### src/sv/mcf_pkg.sv
// shared types and constants for the midi channel filter
package mcf_pkg;

  // midi byte codes
  localparam logic [7:0] MIDI_SYSEX_START = 8'hF0;
  localparam logic [7:0] MIDI_SYSEX_END   = 8'hF7;
  localparam logic [3:0] MIDI_NIB_SYSTEM  = 4'hF;

  // register map (word index)
  localparam logic [0:0] REG_KEEP_CHANNEL = 1'b0;

  localparam int unsigned CMD_QUEUE_DEPTH = 4;

  // one decoded input item: up to three result bytes plus end info
  typedef struct packed {
    logic [2:0][7:0] data;      // result bytes, slot 0 first
    logic [1:0]      count;     // number of results, 1 to 3
    logic            has_byte;  // 0 for a bare end marker
    logic            last;      // last result of this entry ends the event
    logic [15:0]     length;    // bytes written in the event, valid with last
  } mcf_entry_t;

  // queue status seen by the front and back parts
  typedef struct packed {
    logic full;
    logic empty;
  } mcf_qstat_t;

endpackage

### src/sv/mcf_queue.sv
// short command queue between the front and back parts
module mcf_queue #(
  parameter int unsigned DEPTH = mcf_pkg::CMD_QUEUE_DEPTH
) (
  input  logic               clk,
  input  logic               rst,
  input  logic               push,
  input  mcf_pkg::mcf_entry_t wr_data,
  input  logic               pop,
  output mcf_pkg::mcf_entry_t rd_data,
  output mcf_pkg::mcf_qstat_t stat
);
  import mcf_pkg::*;

  localparam int unsigned PTR_W = (DEPTH > 1) ? $clog2(DEPTH) : 1;
  localparam int unsigned CNT_W = $clog2(DEPTH + 1);

  mcf_entry_t       slots [DEPTH];
  logic [PTR_W-1:0] wr_ptr;
  logic [PTR_W-1:0] rd_ptr;
  logic [CNT_W-1:0] fill;

  assign rd_data    = slots[rd_ptr];
  assign stat.full  = (fill == CNT_W'(DEPTH));
  assign stat.empty = (fill == '0);

  always_ff @(posedge clk) begin
    if (push) begin
      slots[wr_ptr] <= wr_data;
    end
  end

  always_ff @(posedge clk) begin
    if (rst) begin
      wr_ptr <= '0;
      rd_ptr <= '0;
      fill   <= '0;
    end else begin
      if (push) begin
        wr_ptr <= (wr_ptr == PTR_W'(DEPTH - 1)) ? '0 : wr_ptr + 1'b1;
      end
      if (pop) begin
        rd_ptr <= (rd_ptr == PTR_W'(DEPTH - 1)) ? '0 : rd_ptr + 1'b1;
      end
      if (push && !pop) begin
        fill <= fill + 1'b1;
      end else if (pop && !push) begin
        fill <= fill - 1'b1;
      end
    end
  end

`ifndef ASSERT_OFF
  a_no_overflow: assert property (@(posedge clk) disable iff (rst)
    push |-> !stat.full)
    else $error("queue push while full");
  a_no_underflow: assert property (@(posedge clk) disable iff (rst)
    pop |-> !stat.empty)
    else $error("queue pop while empty");
  a_fill_grows: assert property (@(posedge clk) disable iff (rst)
    (push && !pop) |=> (fill == $past(fill) + 1'b1))
    else $error("queue fill count did not follow a push");
`endif

endmodule

### src/sv/mcf_front.sv
// front part: accepts bytes, tracks message parsing, queues result entries
module mcf_front (
  input  logic               clk,
  input  logic               rst,
  input  logic [3:0]         keep_channel,
  input  logic               in_valid,
  output logic               in_ready,
  input  logic [7:0]         in_byte,
  input  logic               event_last,
  input  mcf_pkg::mcf_qstat_t qstat,
  output logic               push,
  output mcf_pkg::mcf_entry_t entry
);
  import mcf_pkg::*;

  typedef enum logic [1:0] {
    MODE_IDLE  = 2'd0,
    MODE_SYSEX = 2'd1,
    MODE_KEEP  = 2'd2,
    MODE_SKIP  = 2'd3
  } mode_t;

  mode_t       mode, mode_next;
  logic [1:0]  bytes_left, bytes_left_next;
  logic [7:0]  held_status, held_status_next;
  logic [7:0]  held_first_data, held_first_data_next;
  logic [15:0] written_count, written_count_next;

  logic [2:0][7:0] emit;
  logic [1:0]      n_emit;
  logic [16:0]     count_sum;
  logic [15:0]     count_sat;
  logic            accept;
  logic            is_channel;

  assign in_ready = !qstat.full;
  assign accept   = in_valid && in_ready;
  assign is_channel = in_byte[7] && (in_byte[7:4] != MIDI_NIB_SYSTEM);

  always_comb begin
    mode_next            = mode;
    bytes_left_next      = bytes_left;
    held_status_next     = held_status;
    held_first_data_next = held_first_data;
    emit                 = '0;
    n_emit               = 2'd0;
    unique case (mode)
      MODE_SYSEX: begin
        emit[0] = in_byte;
        n_emit  = 2'd1;
        if (in_byte == MIDI_SYSEX_END) begin
          mode_next = MODE_IDLE;
        end
      end
      MODE_KEEP: begin
        if (bytes_left >= 2'd2) begin
          held_first_data_next = in_byte;
          bytes_left_next      = 2'd1;
        end else begin
          emit[0]         = held_status;
          emit[1]         = held_first_data;
          emit[2]         = in_byte;
          n_emit          = 2'd3;
          bytes_left_next = 2'd0;
          mode_next       = MODE_IDLE;
        end
      end
      MODE_SKIP: begin
        if (bytes_left > 2'd1) begin
          bytes_left_next = bytes_left - 2'd1;
        end else begin
          bytes_left_next = 2'd0;
          mode_next       = MODE_IDLE;
        end
      end
      MODE_IDLE: begin
        if (in_byte == MIDI_SYSEX_START) begin
          emit[0]   = in_byte;
          n_emit    = 2'd1;
          mode_next = MODE_SYSEX;
        end else if (is_channel) begin
          if (in_byte[3:0] == keep_channel) begin
            held_status_next = in_byte;
            mode_next        = MODE_KEEP;
          end else begin
            mode_next = MODE_SKIP;
          end
          bytes_left_next = 2'd2;
        end else begin
          emit[0] = in_byte;
          n_emit  = 2'd1;
        end
      end
      default: begin
        mode_next = MODE_IDLE;
      end
    endcase

    // saturating count of bytes written in this event
    count_sum = {1'b0, written_count} + 17'(n_emit);
    count_sat = count_sum[16] ? 16'hFFFF : count_sum[15:0];
    written_count_next = count_sat;

    entry.data     = emit;
    entry.count    = n_emit;
    entry.has_byte = 1'b1;
    entry.last     = event_last;
    entry.length   = count_sat;
    if (event_last && (n_emit == 2'd0)) begin
      entry.count    = 2'd1;
      entry.has_byte = 1'b0;
    end

    if (event_last) begin
      mode_next            = MODE_IDLE;
      bytes_left_next      = 2'd0;
      held_status_next     = '0;
      held_first_data_next = '0;
      written_count_next   = '0;
    end
  end

  assign push = accept && ((n_emit != 2'd0) || event_last);

  always_ff @(posedge clk) begin
    if (rst) begin
      mode            <= MODE_IDLE;
      bytes_left      <= '0;
      held_status     <= '0;
      held_first_data <= '0;
      written_count   <= '0;
    end else if (accept) begin
      mode            <= mode_next;
      bytes_left      <= bytes_left_next;
      held_status     <= held_status_next;
      held_first_data <= held_first_data_next;
      written_count   <= written_count_next;
    end
  end

endmodule

### src/sv/mcf_back.sv
// back part: plays queued entries out as result items, one per cycle while out_ready is high
module mcf_back (
  input  logic               clk,
  input  logic               rst,
  input  mcf_pkg::mcf_entry_t head,
  input  mcf_pkg::mcf_qstat_t qstat,
  output logic               pop,
  output logic               out_valid,
  input  logic               out_ready,
  output logic [7:0]         out_byte,
  output logic               has_byte,
  output logic               event_end,
  output logic [15:0]        event_length
);
  import mcf_pkg::*;

  logic [1:0] slot;
  logic       load;
  logic       last_slot;

  assign load      = !qstat.empty && (!out_valid || out_ready);
  assign last_slot = (slot == (head.count - 2'd1));
  assign pop       = load && last_slot;

  always_ff @(posedge clk) begin
    if (rst) begin
      out_valid <= 1'b0;
      slot      <= '0;
    end else if (load) begin
      out_valid <= 1'b1;
      slot      <= last_slot ? 2'd0 : slot + 2'd1;
    end else if (out_ready) begin
      out_valid <= 1'b0;
    end
  end

  always_ff @(posedge clk) begin
    if (load) begin
      out_byte     <= head.data[slot];
      has_byte     <= head.has_byte;
      event_end    <= head.last && last_slot;
      event_length <= (head.last && last_slot) ? head.length : 16'd0;
    end
  end

`ifndef ASSERT_OFF
  a_bare_is_end: assert property (@(posedge clk) disable iff (rst)
    (out_valid && !has_byte) |-> event_end)
    else $error("bare marker without event end");
  a_length_only_at_end: assert property (@(posedge clk) disable iff (rst)
    (out_valid && !event_end) |-> (event_length == 16'd0))
    else $error("length on a result that does not end the event");
  a_slot_in_range: assert property (@(posedge clk) disable iff (rst)
    !qstat.empty |-> (slot < head.count))
    else $error("result slot past entry count");
`endif

endmodule

### src/sv/midi_channel_filter.sv
// top level of the midi channel message filter
//
// Takes MIDI event bytes one item per cycle on the s_axis side while
// s_axis_tready is high, tlast marking the final byte of an event.
// System-exclusive runs from F0 through the first F7 pass unchanged; channel
// messages (status 8x..Ex plus two data bytes) pass whole only when their
// channel equals keep_channel, else they are dropped; any other byte passes.
// A kept message cut off by the event end is dropped. Each event end yields
// a result with tlast set and the saturating count of bytes written for that
// event (a bare end marker with tuser low when the final byte wrote nothing).
// Input accepts one byte per cycle while the queue is not full; results
// leave one per cycle while m_axis_tready is high, so a completed kept
// message, which produces three results from one input byte, can back up
// the command queue (QUEUE_DEPTH entries). Once the queue is full the input
// is held until the head entry has played out and been popped; no item is
// taken in the cycle of that pop. With an empty queue the first result of an
// item is written into the queue, then loaded into the output register.
// keep_channel is written over the APB port at byte address 0 and resets to 0.
module midi_channel_filter #(
  parameter int unsigned QUEUE_DEPTH = mcf_pkg::CMD_QUEUE_DEPTH
) (
  input  logic        clk,
  input  logic        rst,
  // apb configuration
  input  logic        psel,
  input  logic        penable,
  input  logic        pwrite,
  input  logic [2:0]  paddr,
  input  logic [31:0] pwdata,
  output logic [31:0] prdata,
  output logic        pready,
  // input stream
  input  logic        s_axis_tvalid,
  output logic        s_axis_tready,
  input  logic [7:0]  s_axis_tdata,   // [7:0] in_byte
  input  logic        s_axis_tlast,   // event_last
  // output stream
  output logic        m_axis_tvalid,
  input  logic        m_axis_tready,
  output logic [23:0] m_axis_tdata,   // [7:0] out_byte, [23:8] event_length
  output logic        m_axis_tuser,   // has_byte
  output logic        m_axis_tlast    // event_end
);
  import mcf_pkg::*;

  logic [3:0]  keep_channel;
  logic        reg_hit;
  mcf_entry_t  push_entry;
  mcf_entry_t  head_entry;
  mcf_qstat_t  qstat;
  logic        push;
  logic        pop;
  logic [7:0]  out_byte;
  logic [15:0] event_length;

  // config register: word index from paddr[2], low bits ignored
  assign pready  = 1'b1;
  assign reg_hit = (paddr[2] == REG_KEEP_CHANNEL);
  assign prdata  = reg_hit ? {28'd0, keep_channel} : 32'd0;

  always_ff @(posedge clk) begin
    if (rst) begin
      keep_channel <= '0;
    end else if (psel && penable && pwrite && pready && reg_hit) begin
      keep_channel <= pwdata[3:0];
    end
  end

  // front: parse and classify each byte
  mcf_front u_front (
    .clk          (clk),
    .rst          (rst),
    .keep_channel (keep_channel),
    .in_valid     (s_axis_tvalid),
    .in_ready     (s_axis_tready),
    .in_byte      (s_axis_tdata),
    .event_last   (s_axis_tlast),
    .qstat        (qstat),
    .push         (push),
    .entry        (push_entry)
  );

  // decouples the two sides so each can stall on its own
  mcf_queue #(
    .DEPTH (QUEUE_DEPTH)
  ) u_queue (
    .clk     (clk),
    .rst     (rst),
    .push    (push),
    .wr_data (push_entry),
    .pop     (pop),
    .rd_data (head_entry),
    .stat    (qstat)
  );

  // back: serialize each entry into result items
  mcf_back u_back (
    .clk          (clk),
    .rst          (rst),
    .head         (head_entry),
    .qstat        (qstat),
    .pop          (pop),
    .out_valid    (m_axis_tvalid),
    .out_ready    (m_axis_tready),
    .out_byte     (out_byte),
    .has_byte     (m_axis_tuser),
    .event_end    (m_axis_tlast),
    .event_length (event_length)
  );

  assign m_axis_tdata = {event_length, out_byte};

endmodule

### config.mk
export PLATFORM = sky130hd
export DESIGN_NAME = midi_channel_filter
export DESIGN_NICKNAME = d
export VERILOG_FILES = /design/src/sv/mcf_pkg.sv /design/src/sv/mcf_queue.sv /design/src/sv/mcf_front.sv /design/src/sv/mcf_back.sv /design/src/sv/midi_channel_filter.sv
export SDC_FILE = /design/constraint.sdc
export NUM_CORES = 1
export LEC_CHECK = 0
export ABC_AREA = 1
export BUFFER_PORTS_ARGS = -buffer_cell sky130_fd_sc_hd__buf_2
export CORE_MARGIN = 10
export CORE_UTILIZATION = 64
export CTS_BUF_LIST = sky130_fd_sc_hd__clkbuf_16
export DETAILED_ROUTE_END_ITERATION = 10
export HOLD_SLACK_MARGIN = 0.12
export PLACE_DENSITY = 0.84
export SYNTH_ARGS = -nofsm -noshare
export SYNTH_HDL_FRONTEND = slang
export SYNTH_HIERARCHICAL = 1
export SYNTH_SLANG_ARGS = --single-unit
### constraint.sdc
create_clock -name clk -period 8.2 [get_ports clk]
set_input_delay 1.64 -clock clk [delete_from_list [all_inputs] [get_ports clk]]
set_output_delay 1.64 -clock clk [all_outputs]
set_load 0.01 [all_outputs]
==> metrics, run 1 <==
status finished clean; detailed-router iteration count before antenna repair 6; multiplexer fraction of the synthesized cell area 0%; Sum Neg Setup Slack 0 ps; Total Routing Usage GR 20.35%; Yosys warning count 6; via density per instance 5.833; final std cells w/o fill 1368; Crit Path Class in -> reg; final net count 1191; Post-CTS Setup Bufs 0; unique cell type count in the Yosys netlist 43; root buffer selected by CTS clkbuf_16; proportion of synthesized flip-flops having asynchronous set or reset 0%; netlist area before placement 0.01132 mm2; clock-pin transition on the worst setup and hold timing paths 60 ps; number of antenna-violating nets in the routed design 0; cell row count 48; dominant combinational cell family by area after synthesis simple AND/OR/NAND/NOR gates; portion of synthesized cell area occupied by the leading cell type 53.57%; number of cells in the design after placement 1324; detailed-route via count 7979; CTS HTree Levels 1; routability congestion estimate 0.9406; static leakage 4.715 nW; Final Max Slew Viols 0; TritonCTS clock tree built; DP Wirelength 14830 um; PwrDens 295.6 mW/mm2; Req. time, crit path 8630 ps; area share of fa/ha/maj cells after synthesis 1.790%; kind of end point of the critical path flip-flop; unrepaired setup endpoints after global routing false; highest fanout seen on the critical path 14; total core area 0.01730 mm2; Placed Instance Area 0.01155 mm2; CTS Buffer Depth 3; number of buffers inserted during clock tree synthesis 24; most frequently used flop master after synthesis edfxtp_1; final routed DRC violation total 0; most common cell after layout, fill and taps aside edfxtp_1; actual slew at the worst max-slew pin 1220 ps; number of global-route vias before repair 7826; compound-gate portion of the synthesized area 10.54%; clk sink count 254; most used cells in the layout excluding fill and tap cells edfxtp_1, nor2_1, nand2_1; most area-consuming cells after synthesis edfxtp_1, dfxtp_1, nor2_1, o21ai_0, nand2_1; Clock Latency Late Sink 520 ps; portion of total power attributed to the clock network 28.4%; area of all placed cells without fillers 0.01228 mm2; switching pwr 1.149 mW; largest area contributor in the netlist edfxtp_1; Antenna Diode Count 0; xor/xnor share of the synthesized area 0.7735%; combined flip-flop and latch cell area 0.007108 mm2; count of fill cells added during filler insertion 1143; count of maximum capacitance violations 0; wire length per cell 18.08 um; maximum clock frequency 0.2529 GHz; setup slack after placement 3765 ps; first-pass GRT wire length 39330 um; P_int 2.480 mW; sequential share of power 47.7%; normalized max-slew margin 18.39%; final-report setup violation count 0; nature of the critical path startpoint primary input; number of gates resized after CTS 0; IR Drop Worst-Case VDD 156.3 uV; 1st-iter DRT viols 1095; simple-gate share of the synthesized area 16.49%; number of ports placed on the die boundary 112; final wirelength 24730 um; die area 0.02341 mm2; post-route setup slack 4246 ps; shortest period the worst path allows 3954 ps; share of total power in combinational logic 24.0%; die boundary height 153.0 um; Hold-fix buffers, CTS 0; number of instances in the synthesized netlist 1085; data arrival time of the critical path 4380 ps; worst min path class reg -> reg; total grt overflow 0; number of buffers added on ports 52; flip-flop and latch count after synthesis 254; number of enable flip-flop cells after synthesis 202; pin count of the biggest net entering global routing 89; Worst Clk Skew 15.74 ps; P&R area growth vs syn 8.431%; Seq/Total Area, Yosys 62.76%; area of the multi-input gates 0.003471 mm2; number of antenna violations at the first check in global routing 0; Avg Cell Area, Syn 10.44 um2; layout cell share with drive strength beyond 1 14.52%; initial core utilization 65.47%; final hold violation count 0; share of the clock period used by the worst path 48.21%; horizontal die dimension 153.0 um; proportion of total power due to net switching 31.67%
per-stage QoR:
step | utilization, % | hold WS [ps] | power (mW)
floorplan | - | 440.7 | 2.349
global placement | 66.75 | 451.2 | 2.572
detailed placement | 66.75 | 457.0 | 2.610
CTS | 70.99 | 466.1 | 3.630
global route | 70.99 | 484.5 | 3.805
finish | 70.99 | 463.7 | 3.630
path summary, 6_finish.rpt:
| kind | from | endpoint | slack (ps) | depth (start not counted) |
|---|---|---|---|---|
| worst min-delay path | u_front/held_first_data[3]$_SDFFE_PP0P_ | u_front/held_first_data[3]$_SDFFE_PP0P_ | 460 | 2 |
| worst max-delay path | s_axis_tdata[4] | u_front/written_count[13]$_SDFFE_PP0P_ | 4250 | 17 |
| worst min register to register | u_front/held_first_data[3]$_SDFFE_PP0P_ | u_front/held_first_data[3]$_SDFFE_PP0P_ | 460 | 2 |
| worst max register to register | u_front/mode[0]$_SDFFE_PP0P_ | u_front/written_count[13]$_SDFFE_PP0P_ | 4520 | 18 |
worst max-delay path, cell delays in order:
cell and delay, ps:
buf_2 150, nand4_1 120, nand2_1 170, nand2_1 160
nand3_1 100, nand2_1 120, inv_1 80, ha_1 160
inv_1 50, fa_1 400, inv_1 100, nand3_2 100
nor2_2 180, nand2_2 260, nand3_1 290, nand2_1 90
a21oi_1 190
metal layers:
| layer | track usage [%] | wire, um | part of all wire (%) | vias to the layer above |
|---|---|---|---|---|
| met5 | 0 | 0 | 0 | - |
| met4 | 7.720 | 554 | 2.2 | 0 |
| met3 | 3.451 | 2641 | 11 | 52 |
| met2 | 33.54 | 11840 | 48 | 496 |
| met1 | 26.41 | 9690 | 39 | 3709 |
| li1 | - | - | - | 3722 |
cell families after synthesis:
group	Yosys count
adders and majority gates	15
DFF	254
buffers and inverters	169
xor gates and xnor gates	10
and+or+nand+nor	424
other	2
AOI/OAI and AO/OA	211
sequential cells by signal (all words and copies together) (netlist names), 3 cells and up, named ones only:
register,flops
u_queue/slots,176
u_front/held_first_data,8
u_front/written_count,16
u_front/held_status,8
u_back/out_byte,8
u_queue/fill,3
u_back/event_length,16
keep_channel,4
final cells by class:
type / count / share of cell area (%)
Sequential cell: 254 / 57.89
Multi-Input combinational cell: 689 / 28.27
Clock buffer: 25 / 5.095
Inverter: 96 / 2.976
Timing Repair Buffer: 60 / 2.609
Tap cell: 225 / 2.293
Clock inverter: 19 / 0.8662
Yosys cell counts, drive strengths merged, types with 2 or more instances:
| library cell | n |
|---|---|
| o21ai | 120 |
| nor2 | 193 |
| fa | 2 |
| xor2 | 9 |
| conb | 2 |
| a31oi | 4 |
| or2 | 2 |
| nand3 | 55 |
| a211oi | 2 |
| inv | 95 |
| buf | 63 |
| nor3 | 6 |
| ha | 13 |
| o22ai | 44 |
| and2 | 2 |
| nand2 | 157 |
| dfxtp | 52 |
| nand4 | 8 |
| edfxtp | 202 |
| a21oi | 40 |
| clkbuf | 10 |
power groups by stage:
stage | clock, mW | sequential, mW | combinational, mW
after floorplan | 0 | 1.77 | 0.578
after global placement | 0 | 1.74 | 0.829
after detailed placement | 0 | 1.75 | 0.858
after CTS | 1.03 | 1.73 | 0.868
after global routing | 1.10 | 1.75 | 0.964
final | 1.03 | 1.73 | 0.870
(Power assumes the default switching activity.)
==> run 2: changes to the inputs <==
--- a/config.mk
+++ b/config.mk
@@ -5,14 +5,14 @@
 export SDC_FILE = /design/constraint.sdc
 export NUM_CORES = 1
 export LEC_CHECK = 0
-export ABC_AREA = 1
+export ABC_AREA = 0
 export BUFFER_PORTS_ARGS = -buffer_cell sky130_fd_sc_hd__buf_2
 export CORE_MARGIN = 10
-export CORE_UTILIZATION = 64
+export CORE_UTILIZATION = 59
 export CTS_BUF_LIST = sky130_fd_sc_hd__clkbuf_16
 export DETAILED_ROUTE_END_ITERATION = 10
 export HOLD_SLACK_MARGIN = 0.12
-export PLACE_DENSITY = 0.84
+export PLACE_DENSITY = 0.79
 export SYNTH_ARGS = -nofsm -noshare
 export SYNTH_HDL_FRONTEND = slang
 export SYNTH_HIERARCHICAL = 1
==> constraint.sdc (replaced) <==
create_clock -name clk -period 4.08 [get_ports clk]
set_input_delay 0.816 -clock clk [delete_from_list [all_inputs] [get_ports clk]]
set_output_delay 0.816 -clock clk [all_outputs]
set_load 0.01 [all_outputs]
==> metrics, run 2 <==
status finished clean; maximum clock frequency 0.2713 GHz; xor/xnor share of the synthesized area 1.369%; portion of total power attributed to the clock network 29.8%; static leakage 4.324 nW; total core area 0.01802 mm2; count of fill cells added during filler insertion 1196; netlist area before placement 0.01088 mm2; TritonCTS clock tree built; number of enable flip-flop cells after synthesis 202; final routed DRC violation total 0; final wirelength 22390 um; share of total power in combinational logic 24.0%; Hold-fix buffers, CTS 0; routability congestion estimate 0.8365; most used cells in the layout excluding fill and tap cells edfxtp_1, nand2_1, buf_2; WP buf/inv 3; highest fanout seen on the critical path 19; Yosys warning count 6; number of buffers added on ports 52; final net count 865; number of buffers inserted during clock tree synthesis 25; share of the clock period used by the worst path 90.34%; number of antenna-violating nets in the routed design 0; combined flip-flop and latch cell area 0.007109 mm2; 1st-iter DRT viols 604; gate family responsible for the most delay along the worst path simple AND/OR/NAND/NOR gates; wire length per cell 21.38 um; area of all placed cells without fillers 0.01206 mm2; number of gates resized after CTS 0; unrepaired setup endpoints after global routing false; Antenna Diode Count 0; flip-flop and latch count after synthesis 254; total grt overflow 0; P_int 5.315 mW; unique cell type count in the Yosys netlist 60; via density per instance 6.149; Seq/Total Area, Yosys 65.33%; area share of fa/ha/maj cells after synthesis 1.863%; IR Drop Worst-Case VDD 571.9 uV; leading cell type by number of instances after synthesis edfxtp_1; startpoint of the most critical register-to-register path u_front/mode[0]$_SDFFE_PP0P_; area of the multi-input gates 0.003371 mm2; critical path's slowest cell or3_4; initial core utilization 60.35%; Req. time, crit path 4520 ps; worst setup path start u_front/mode[0]$_SDFFE_PP0P_; CTS HTree Levels 1; Max stage delay on crit path 520 ps; Total Routing Usage GR 18.20%; root buffer selected by CTS clkbuf_16; most common cell after layout, fill and taps aside edfxtp_1; capturing instance or port of the critical path u_front/written_count[0]$_SDFFE_PP0P_; Placed Instance Area 0.01126 mm2; simple-gate share of the synthesized area 9.478%; number of instances in the synthesized netlist 734; proportion of synthesized flip-flops having asynchronous set or reset 0%; count of maximum capacitance violations 0; final hold violation count 0; leading registers by flop count u_queue/slots: 176 flops, u_back/event_length: 16 flops, u_front/written_count: 16 flops; most flop-heavy register u_queue/slots; kind of end point of the critical path flip-flop; data arrival time of the critical path 4130 ps; Final Max Slew Viols 0; die boundary height 155.8 um; worst-case register-to-register setup slack 390 ps; shortest period the worst path allows 3686 ps; worst min path class reg -> reg; clock-pin transition on the worst setup and hold timing paths 60 ps; clk sink count 254; capturing point of the worst reg2reg path u_front/written_count[0]$_SDFFE_PP0P_; most frequent cell on the critical path inv_1; Post-CTS Setup Bufs 0; cell breakdown of the critical path inv_1, ha_1, nand4_1, nand2_1, o31ai_1, inv_1, ha_1, inv_1, fa_1, and3b_1, nand2_4, or3_4, a211o_1, a21oi_2; number of ports placed on the die boundary 112; detailed-router iteration count before antenna repair 5; most area-consuming cells after synthesis edfxtp_1, dfxtp_1, mux4_2, nand2_1, buf_4; CTS Buffer Depth 3; switching pwr 2.129 mW; die area 0.02427 mm2; sequential share of power 46.2%; number of antenna violations at the first check in global routing 0; DP Wirelength 14050 um; PwrDens 617.3 mW/mm2; Sum Neg Setup Slack 0 ps; largest area contributor in the netlist edfxtp_1; Stages on worst setup path 14; most frequently used flop master after synthesis edfxtp_1; pin count of the biggest net entering global routing 45; detailed-route via count 6438; worst reg-to-reg path cell count 14; portion of synthesized cell area occupied by the leading cell type 55.76%; commonest cells in the synthesized netlist edfxtp_1, nand2_1, dfxtp_1, nor2_1, mux4_2; multiplexer fraction of the synthesized cell area 11.35%; Crit Path Class reg -> reg; compound-gate portion of the synthesized area 5.855%; first-pass GRT wire length 35570 um; fin util 66.90%; number of global-route vias before repair 6616; layout cell share with drive strength beyond 1 20.29%; Worst Clk Skew 15.96 ps; dominant combinational cell family by area after synthesis multiplexers; Clock Latency Late Sink 520 ps; final-report setup violation count 0; cell row count 49; actual slew at the worst max-slew pin 1291 ps; Largest register FFs 176; Avg Cell Area, Syn 14.82 um2; nature of the critical path startpoint flip-flop; normalized max-slew margin 13.28%; proportion of total power due to net switching 28.60%; horizontal die dimension 155.8 um; P&R area growth vs syn 10.85%
==> run 2: layer usage <==
metal | vias up | track usage (%) | routed length (um)
met5 | - | 0 | 0
met3 | 36 | 3.419 | 2001
li1 | 2849 | - | -
met4 | 0 | 5.214 | 378
met2 | 320 | 30.01 | 11090
met1 | 3233 | 24.18 | 8913
==> run 2: cell families after synthesis <==
group                      count (synthesis)
DFF                                      254
and+or+nand+nor                          206
AOI/OAI and AO/OA                         96
buffers and inverters                     78
muxes                                     66
xor gates and xnor gates                  17
adders and majority gates                 15
other                                      2
==> run 2: final cells by class <==
class                      instances  share of cell area (%)
tap                              229                   2.376
clock buffer                      25                   5.188
inverter                          21                  0.6537
multi-input combinational        429                   27.95
sequential                       254                   58.96
timing repair buffer              68                   3.466
clock inverter                    21                   1.401
==> run 2: worst min-delay path by stage <==
stage                                                   start                                   to  slack (ps)  cells after the start
after global routing      u_front/held_status[4]$_SDFFE_PP0P_  u_front/held_status[4]$_SDFFE_PP0P_         500                      1
after detailed placement  u_front/held_status[4]$_SDFFE_PP0P_  u_front/held_status[4]$_SDFFE_PP0P_         460                      1
after global placement    u_front/held_status[0]$_SDFFE_PP0P_  u_front/held_status[0]$_SDFFE_PP0P_         460                      1
final                     u_front/held_status[0]$_SDFFE_PP0P_  u_front/held_status[0]$_SDFFE_PP0P_         480                      1
after CTS                 u_front/held_status[0]$_SDFFE_PP0P_  u_front/held_status[0]$_SDFFE_PP0P_         480                      1
after floorplan           u_front/held_status[7]$_SDFFE_PP0P_  u_front/held_status[7]$_SDFFE_PP0P_         440                      2
==> run 2: power by group through the flow <==
stage,Combinational (mW),Sequential [mW],Clock [mW]
3_5_place_dp,1.78,3.49,0
4_1_cts,1.81,3.44,2.25
6_report,1.79,3.44,2.21
2_1_floorplan,1.27,3.50,0
5_1_grt,1.96,3.48,2.36
3_3_place_gp,1.72,3.46,0
==> run 2: through the flow <==
| stage | instances | total power [mW] | hold WS [ps] | setup WS (ps) |
|---|---|---|---|---|
| after floorplan | 761 | 4.769 | 440.4 | 820.1 |
| after global placement | 1001 | 5.183 | 457.9 | 386.2 |
| after detailed placement | 1001 | 5.273 | 459.6 | 325.6 |
| after CTS | 1047 | 7.502 | 479.7 | 437.8 |
| after global routing | 1047 | 7.795 | 498.4 | 147.2 |
| final | 1047 | 7.443 | 480.1 | 394.2 |
==> run 3: changes to the inputs <==
--- a/config.mk
+++ b/config.mk
@@ -8,11 +8,11 @@
 export ABC_AREA = 0
 export BUFFER_PORTS_ARGS = -buffer_cell sky130_fd_sc_hd__buf_2
 export CORE_MARGIN = 10
-export CORE_UTILIZATION = 59
+export CORE_UTILIZATION = 37
 export CTS_BUF_LIST = sky130_fd_sc_hd__clkbuf_16
 export DETAILED_ROUTE_END_ITERATION = 10
 export HOLD_SLACK_MARGIN = 0.12
-export PLACE_DENSITY = 0.79
+export PLACE_DENSITY = 0.53
 export SYNTH_ARGS = -nofsm -noshare
 export SYNTH_HDL_FRONTEND = slang
 export SYNTH_HIERARCHICAL = 1
==> metrics, run 3 (same netlist as run 2, synthesis figures left out) <==
status finished clean; worst reg-to-reg path cell count 14; normalized max-slew margin 33.48%; shortest period the worst path allows 3592 ps; maximum clock frequency 0.2784 GHz; share of the clock period used by the worst path 88.04%; die boundary height 191.5 um; routability congestion estimate 0.7775; die area 0.03666 mm2; CTS HTree Levels 1; switching pwr 2.183 mW; Antenna Diode Count 0; final-report setup violation count 0; number of buffers added on ports 52; GR Layer Usage met3 2.168%; startpoint of the most critical register-to-register path u_front/mode[0]$_SDFFE_PP0P_; P&R area growth vs syn 13.85%; P_int 5.433 mW; nature of the critical path startpoint flip-flop; leading registers by flop count u_queue/slots: 176 flops, u_back/event_length: 16 flops, u_front/written_count: 16 flops; static leakage 4.410 nW; most used cells in the layout excluding fill and tap cells edfxtp_1, nand2_1, buf_2; cell row count 62; data arrival time of the critical path 4060 ps; via density per instance 4.951; Worst Clk Skew 13.50 ps; Post-CTS Setup Bufs 0; fin util 42.92%; PwrDens 615.0 mW/mm2; total grt overflow 0; number of cells in the design after placement 1165; clk sink count 254; detailed-router iteration count before antenna repair 4; CTS Buffer Depth 3; Total Routing Usage GR 12.34%; area of all placed cells without fillers 0.01238 mm2; most common cell after layout, fill and taps aside edfxtp_1; final wirelength 22660 um; wire length per cell 18.62 um; portion of total power attributed to the clock network 31.8%; detailed-route via count 6025; TritonCTS clock tree built; IR Drop Worst-Case VDD 345.2 uV; Crit Path Class reg -> reg; global-route track usage on met1 16.86%; highest fanout seen on the critical path 19; proportion of total power due to net switching 28.66%; final routed DRC violation total 0; Hold-fix buffers, CTS 0; most flop-heavy register u_queue/slots; Final Max Slew Viols 0; number of global-route vias before repair 6343; clock-pin transition on the worst setup and hold timing paths 60 ps; number of gates resized after CTS 0; count of fill cells added during filler insertion 2667; Clock Latency Late Sink 540 ps; final std cells w/o fill 1217; DP Wirelength 14520 um; pin count of the biggest net entering global routing 37; count of maximum capacitance violations 0; most congested layer reported by global routing met2; final net count 877; GR Util met2 20.02%; startpoint of the worst hold path u_front/held_status[0]$_SDFFE_PP0P_; final hold violation count 0; sequential share of power 44.5%; 1st-iter DRT viols 321; Sum Neg Setup Slack 0 ps; kind of end point of the critical path flip-flop; worst min path class reg -> reg; Hold Path Sink u_front/held_status[0]$_SDFFE_PP0P_; layout cell share with drive strength beyond 1 21.73%; worst-case register-to-register setup slack 490 ps; Largest register FFs 176; total core area 0.02886 mm2; Worst Hold Depth 1; unrepaired setup endpoints after global routing false; actual slew at the worst max-slew pin 995.8 ps; share of total power in combinational logic 23.6%; root buffer selected by CTS clkbuf_16; number of buffers inserted during clock tree synthesis 28; number of antenna violations at the first check in global routing 1; Placed Instance Area 0.01149 mm2; Req. time, crit path 4550 ps; number of antenna-violating nets in the routed design 0; initial core utilization 37.70%; Final Total Pwr 7.616 mW; number of ports placed on the die boundary 112; horizontal die dimension 191.5 um; capturing point of the worst reg2reg path u_front/written_count[1]$_SDFFE_PP0P_; first-pass GRT wire length 36020 um
## run 3: cell types whose count changed in the layout (fill, tap and decap cells not counted)
| cell | change |
|---|---|
| buf_4 | +12 |
| buf_12 | -3 |
| clkbuf_16 | +3 |
| clkinv_2 | +2 |
| clkinvlp_4 | +2 |
| clkinv_8 | +1 |
| clkinvlp_2 | -1 |
| inv_6 | -1 |
## run 3: metrics by stage
stage          setup WS [ps]  hold slack [ps]
6_report               487.8            474.2
5_1_grt                260.7            504.4
4_1_cts                487.3            474.7
3_5_place_dp           371.2            460.3
3_3_place_gp           379.3            456.4
2_1_floorplan          820.1            440.4
## run 3: worst max-delay path by stage
| stage | startpoint | endpoint | cells past startpoint |
|---|---|---|---|
| after global routing | u_front/mode[0]$_SDFFE_PP0P_ | u_front/written_count[1]$_SDFFE_PP0P_ | 14 |
| after detailed placement | s_axis_tdata[4] | u_front/written_count[1]$_SDFFE_PP0P_ | 13 |
| after CTS | u_front/mode[0]$_SDFFE_PP0P_ | u_front/written_count[1]$_SDFFE_PP0P_ | 14 |
| after global placement | s_axis_tdata[5] | u_front/written_count[1]$_SDFFE_PP0P_ | 13 |
| after floorplan | flip-flop | u_queue/fill[2]$_SDFFE_PP0P_ | 13 |
| final | u_front/mode[0]$_SDFFE_PP0P_ | u_front/written_count[1]$_SDFFE_PP0P_ | 14 |
## run 3: critical path, stage by stage (launching register included)
cell	delay, ps
dfxtp_1	370
inv_1	140
ha_1	330
nand4_1	230
nand2_1	260
o31ai_1	120
inv_1	70
ha_1	170
inv_1	60
fa_1	420
and3b_1	320
nand2_4	80
or3_4	510
a211o_1	340
a21oi_2	110
## run 3: power by group through the flow
stage	logic, mW	clock network [mW]	registers (mW)
after floorplan	1.27	0	3.50
after global placement	1.85	0	3.45
after detailed placement	1.87	0	3.45
after CTS	1.87	2.49	3.40
after global routing	2.02	2.60	3.43
final	1.80	2.42	3.39
## run 3: final cells by class
type                       instances  area [um2]  area share (%)
clock buffer                      28       700.7           5.658
clock inverter                    24       196.4           1.586
inverter                          21       78.83          0.6365
multi-input combinational        429        3371           27.22
sequential                       254        7109           57.41
tap                              384       480.5           3.880
timing repair buffer              77       447.9           3.617
## run 3: metal layers
layer  routed length [um]  up-vias
met5                   13        -
met4                  278        2
met3                 1377       25
met2                10620      145
met1                10370     2985
li1                     -     2868
